$ cat src/design/pn3_ram.sv
module pn3_ram #(
  parameter int Width = 8,
  parameter int Depth = 256,
  localparam int AddrW = $clog2(Depth)
) (
  input  logic             clk_i,
  input  logic             we_i,
  input  logic [AddrW-1:0] waddr_i,
  input  logic [Width-1:0] wdata_i,
  input  logic             re_i,
  input  logic [AddrW-1:0] raddr_a_i,
  input  logic [AddrW-1:0] raddr_b_i,
  output logic [Width-1:0] rdata_a_o,
  output logic [Width-1:0] rdata_b_o
);

  logic [Width-1:0] mem_q [Depth];

  // One write port and two registered read ports.
  always_ff @(posedge clk_i) begin
    if (we_i) begin
      mem_q[waddr_i] <= wdata_i;
    end
    if (re_i) begin
      rdata_a_o <= mem_q[raddr_a_i];
      rdata_b_o <= mem_q[raddr_b_i];
    end
  end

endmodule

$ cat config.mk
export PLATFORM = sky130hd
export DESIGN_NAME = pn3_ram
export DESIGN_NICKNAME = d
export VERILOG_FILES = /design/src/design/pn3_ram.sv
export SDC_FILE = /design/constraint.sdc
export NUM_CORES = 2
export LEC_CHECK = 0
export BUFFER_PORTS_ARGS = -buffer_cell sky130_fd_sc_hd__buf_4
export CAP_MARGIN = 15
export CORE_UTILIZATION = 35
export CTS_BUF_LIST = sky130_fd_sc_hd__clkbuf_4 sky130_fd_sc_hd__clkbuf_8
export CTS_CLUSTER_DIAMETER = 80
export DETAILED_ROUTE_END_ITERATION = 8
export PLACE_DENSITY = 0.45
export SETUP_SLACK_MARGIN = 0.05
export SKIP_LAST_GASP = 1
export SLEW_MARGIN = 20
export SYNTH_ARGS = -nofsm -noshare
export SYNTH_HDL_FRONTEND = slang
export SYNTH_SLANG_ARGS = --single-unit
$ cat constraint.sdc
create_clock -name clk_i -period 5.95 [get_ports clk_i]
set_input_delay 0.8925 -clock clk_i [delete_from_list [all_inputs] [get_ports clk_i]]
set_output_delay 0.8925 -clock clk_i [all_outputs]
set_load 0.01 [all_outputs]
-- Yosys cells after proc, flatten, opt, wreduce, memory -nomap -nowiden
Memories as Yosys holds them, arrays and structs flattened. A register that Yosys moved wholly into a read port is not among the register bits.
Index checks and enable logic that the tools add are counted.
- flip-flop bits (word level): 0
- RAM bits: 2048
- logic and storage cells: 3
- memories kept: 1
- mux-type cells: 2
- memory list (name ; words ; bits a word ; read ports ; clocked after memory_dff ; wr ports ; RTL line ; RTL):
    mem_q ; 256 ; 8 ; 2 ; 2 ; 1 ; 17 ; logic [Width-1:0] mem_q [Depth];
- operator list (kind ; count):
    $mux 1 ; 2

-- Logic depth before layout (Yosys ltp)
- depth in word-level cells: 2
- depth in mapped cells: 12
- gate-level depth less buffers: 6

-- Worst setup path after synthesis
OpenSTA, ideal clock, no wires.
- kind: input port to flip-flop
- start: input port raddr_b_i[0]
- end: register rdata_b_o[0], read port of mem_q (data pin)
- library setup time: 277 ps
- arrival: 2794 ps
- required time: 5673 ps
- path slack: 2880 ps
- stages on the path: 9
- buffers on the path: 3
- path through: buf_4 buf_6 buf_2 mux4_2 mux4_2 nand2_1 a21oi_1 a21oi_1 a221oi_2
- RTL lines (item ; RTL line ; RTL):
    from (decl) ; 12 ; input logic [AddrW-1:0] raddr_b_i,
    to (decl) ; 14 ; output logic [Width-1:0] rdata_b_o

==> impl_metrics.tcl <==
set metrics [dict create \
    dr.pass1.iters 5 \
    h-tree-depth 5 \
    wl_per_cell_um 38.2 \
    cts_buffer_depth 4 \
    min_period_over_period_pct 65.4 \
    synth_top_area_share_pct 63.8 \
    grt_max_degree 151 \
    synthTopCellsByCount "edfxtp_1, mux4_2, nor2_1" \
    comb_power_share_pct 9.1 \
    cts_tree "done" \
    yosysSeqAreaShare_pct 63.8 \
    avgSynthCellArea_um2 20.0 \
    cp_num_buf_inv 4 \
    fill_cells 24900 \
    crit_path_max_incr_delay_ns 0.69 \
    timing_worst_setup_path_type "in -> reg" \
    cts_setup_buffers 0 \
    layout_setup_ws_ns 2.06 \
    worstSetupStartpointType "primary input" \
    setup_viol 0 \
    instances_no_fill 9281 \
    timing.rr.start "mem_q[181][5]" \
    portBuffers 50 \
    ys.flop_type "edfxtp_1" \
    cts_sinks 2064 \
    synth_cell_types 64 \
    final_nets 5315 \
    p_sw_mw 8.12 \
    cp_slowest_cell "mux2i_1" \
    leakagePower_nw 34.7 \
    reg2reg_slack_ns 2.89 \
    path_common_cell "buf_4" \
    slew_viol_final 0 \
    place.gp.congestion 0.849 \
    whs_ns 0.325 \
    worst_slew_pin_slew_ns 1.31 \
    yosys_register_bits 2064 \
    core_area_mm2 0.276 \
    grt_use_total_pct 25.2 \
    setup-tns-final_ns 0 \
    die_y_um 529 \
    crit_arrival_ns 4.65 \
    initial_core_util_pct 35.2 \
    finalClockSkew_ns 0.0600 \
    grt_pass1_vias 56600 \
    required_ns 6.71 \
    drive_above_1_share_pct 39.1 \
    cp-startpoint "raddr_a_i[0]" \
    drtIter0Drc 6264 \
    place_inst 8609 \
    crit_family "buffers and inverters" \
    clock_latency_ns 1.06 \
    switching_share_pct 25.3 \
    outcome "complete, no violations" \
    antenna_found_initial 27 \
    yosysMostFrequentCell "edfxtp_1" \
    dieArea_mm2 0.280 \
    ant_nets 0 \
    synth_area_mm2 0.0971 \
    fin_crit_ns 3.89 \
    finalHoldViolCount 0 \
    pre_cts_slack_ns 0.911 \
    gr-total-overflow 0 \
    dpl.hpwl_um 234000 \
    fmax_mhz 257 \
    path_clk_slew_ns 0.06 \
    multiInputGateArea_mm2 0.0327 \
    hp-start "re_i" \
    synth_cells 4847 \
    p_per_area_mw_per_mm2 290 \
    synth_edf_count 2064 \
    hp-class "in -> reg" \
    ys_warn_count 0 \
    synth.area.top_cells "edfxtp_1, mux4_2, mux2i_1, nor2_1, o221ai_1" \
    routed_wirelength_um 354000 \
    ys_async_sr_fraction_pct 0 \
    clkPwrFrac_pct 40.7 \
    cts_hold_buf 0 \
    viasPerCell 5.98 \
    die_x_um 529 \
    ctsResizeCount 0 \
    drc 0 \
    grt_setup_unrepaired "false" \
    area_delta_synth_final_pct 13.7 \
    slew_headroom_pct 12.6 \
    synth_top_cell_by_area "edfxtp_1" \
    root_buffer "clkbuf_8" \
    rows 193 \
    ios 51 \
    p_int_mw 24.0 \
    regArea_mm2 0.0620 \
    critPathCaptureType "flop" \
    path_cells "buf_8, buf_4, buf_4, mux2i_1, o22ai_1, o32ai_1, o21ai_0, a221oi_1, buf_4, nor4_1" \
    cts_buffers 372 \
    crit_fanout 49 \
    grt_pass1_wl_um 485000 \
    peakVddDrop_mv 0.167 \
    dr_total_vias 55500 \
    maxCapViolations 0 \
    synth.net_count 4882 \
    p_seq_share_pct 50.2 \
]
-- cells by family after synthesis --
group / Yosys count / share of synthesized area (%)
and+or+nand+nor: 591 / 2.69
buffers and inverters: 401 / 2.73
muxes: 1325 / 27.2
AOI/OAI and AO/OA: 466 / 3.53
DFF: 2064 / 63.8
-- layer usage --
| layer | share of wire, % | GRT usage, % | up-vias |
|---|---|---|---|
| li1 | - | - | 22000 |
| met5 | 0.029 | 0 | - |
| met3 | 7.5 | 4.69 | 502 |
| met1 | 42 | 35.4 | 30600 |
| met4 | 3.0 | 7.32 | 16 |
| met2 | 47 | 40.0 | 2421 |
-- flip-flops by register name, summed over array words and instances, names as in the netlist --
register and flops:
mem_q 2048, rdata_a_o 8, rdata_b_o 8
-- layout make-up --
cell class | count | share of cell area (%)
timing repair buffer | 454 | 3.73
antenna | 7 | 0.0159
tap | 3705 | 4.20
sequential | 2064 | 56.1
clock inverter | 161 | 0.835
clock buffer | 502 | 5.53
multi-input combinational | 2382 | 29.6
inverter | 6 | 0.0238
-- power by group through the flow --
stage / Combinational [mW] / Sequential (mW) / Clock [mW]
floorplan: 1.59 / 16.4 / 0
global placement: 2.91 / 16.4 / 0
detailed placement: 2.91 / 16.4 / 0
CTS: 2.91 / 16.1 / 13.3
global route: 3.01 / 16.1 / 13.9
finish: 2.91 / 16.1 / 13.0
-- final timing paths --
kind,endpoint,cells past startpoint
max,rdata_a_o[7],10
min,rdata_b_o[2],1
min reg2reg,rdata_b_o[6],5
max reg2reg,rdata_b_o[5],8
-- cell usage in the layout (no fill, tap or decap), types with 12 or more instances in the layout --
cell type,n
nor3_1,20
buf_8,12
nor2_2,23
buf_12,48
o22ai_1,48
a221oi_1,32
mux2i_1,235
a211oi_1,25
nand3_1,43
clkbuf_8,375
a22o_1,22
clkinv_2,37
o21ai_0,32
nand4_1,13
clkbuf_4,128
clkinv_1,96
buf_4,390
mux2_2,38
and2_1,12
a22oi_1,62
o221ai_1,65
nor2b_1,24
a21oi_1,78
mux4_2,1051
edfxtp_1,2064
o211ai_1,13
nand2_1,112
nor2_1,276
-- stage by stage --
stage	utilization [%]	power [mW]	cell area, um^2
floorplan	-	18.0	97100
global placement	37.4	19.3	103000
detailed placement	37.4	19.3	103000
CTS	40.0	32.4	110000
global route	40.0	33.0	110000
finish	40.0	32.1	110000
Power figures use the tool's default switching activity.
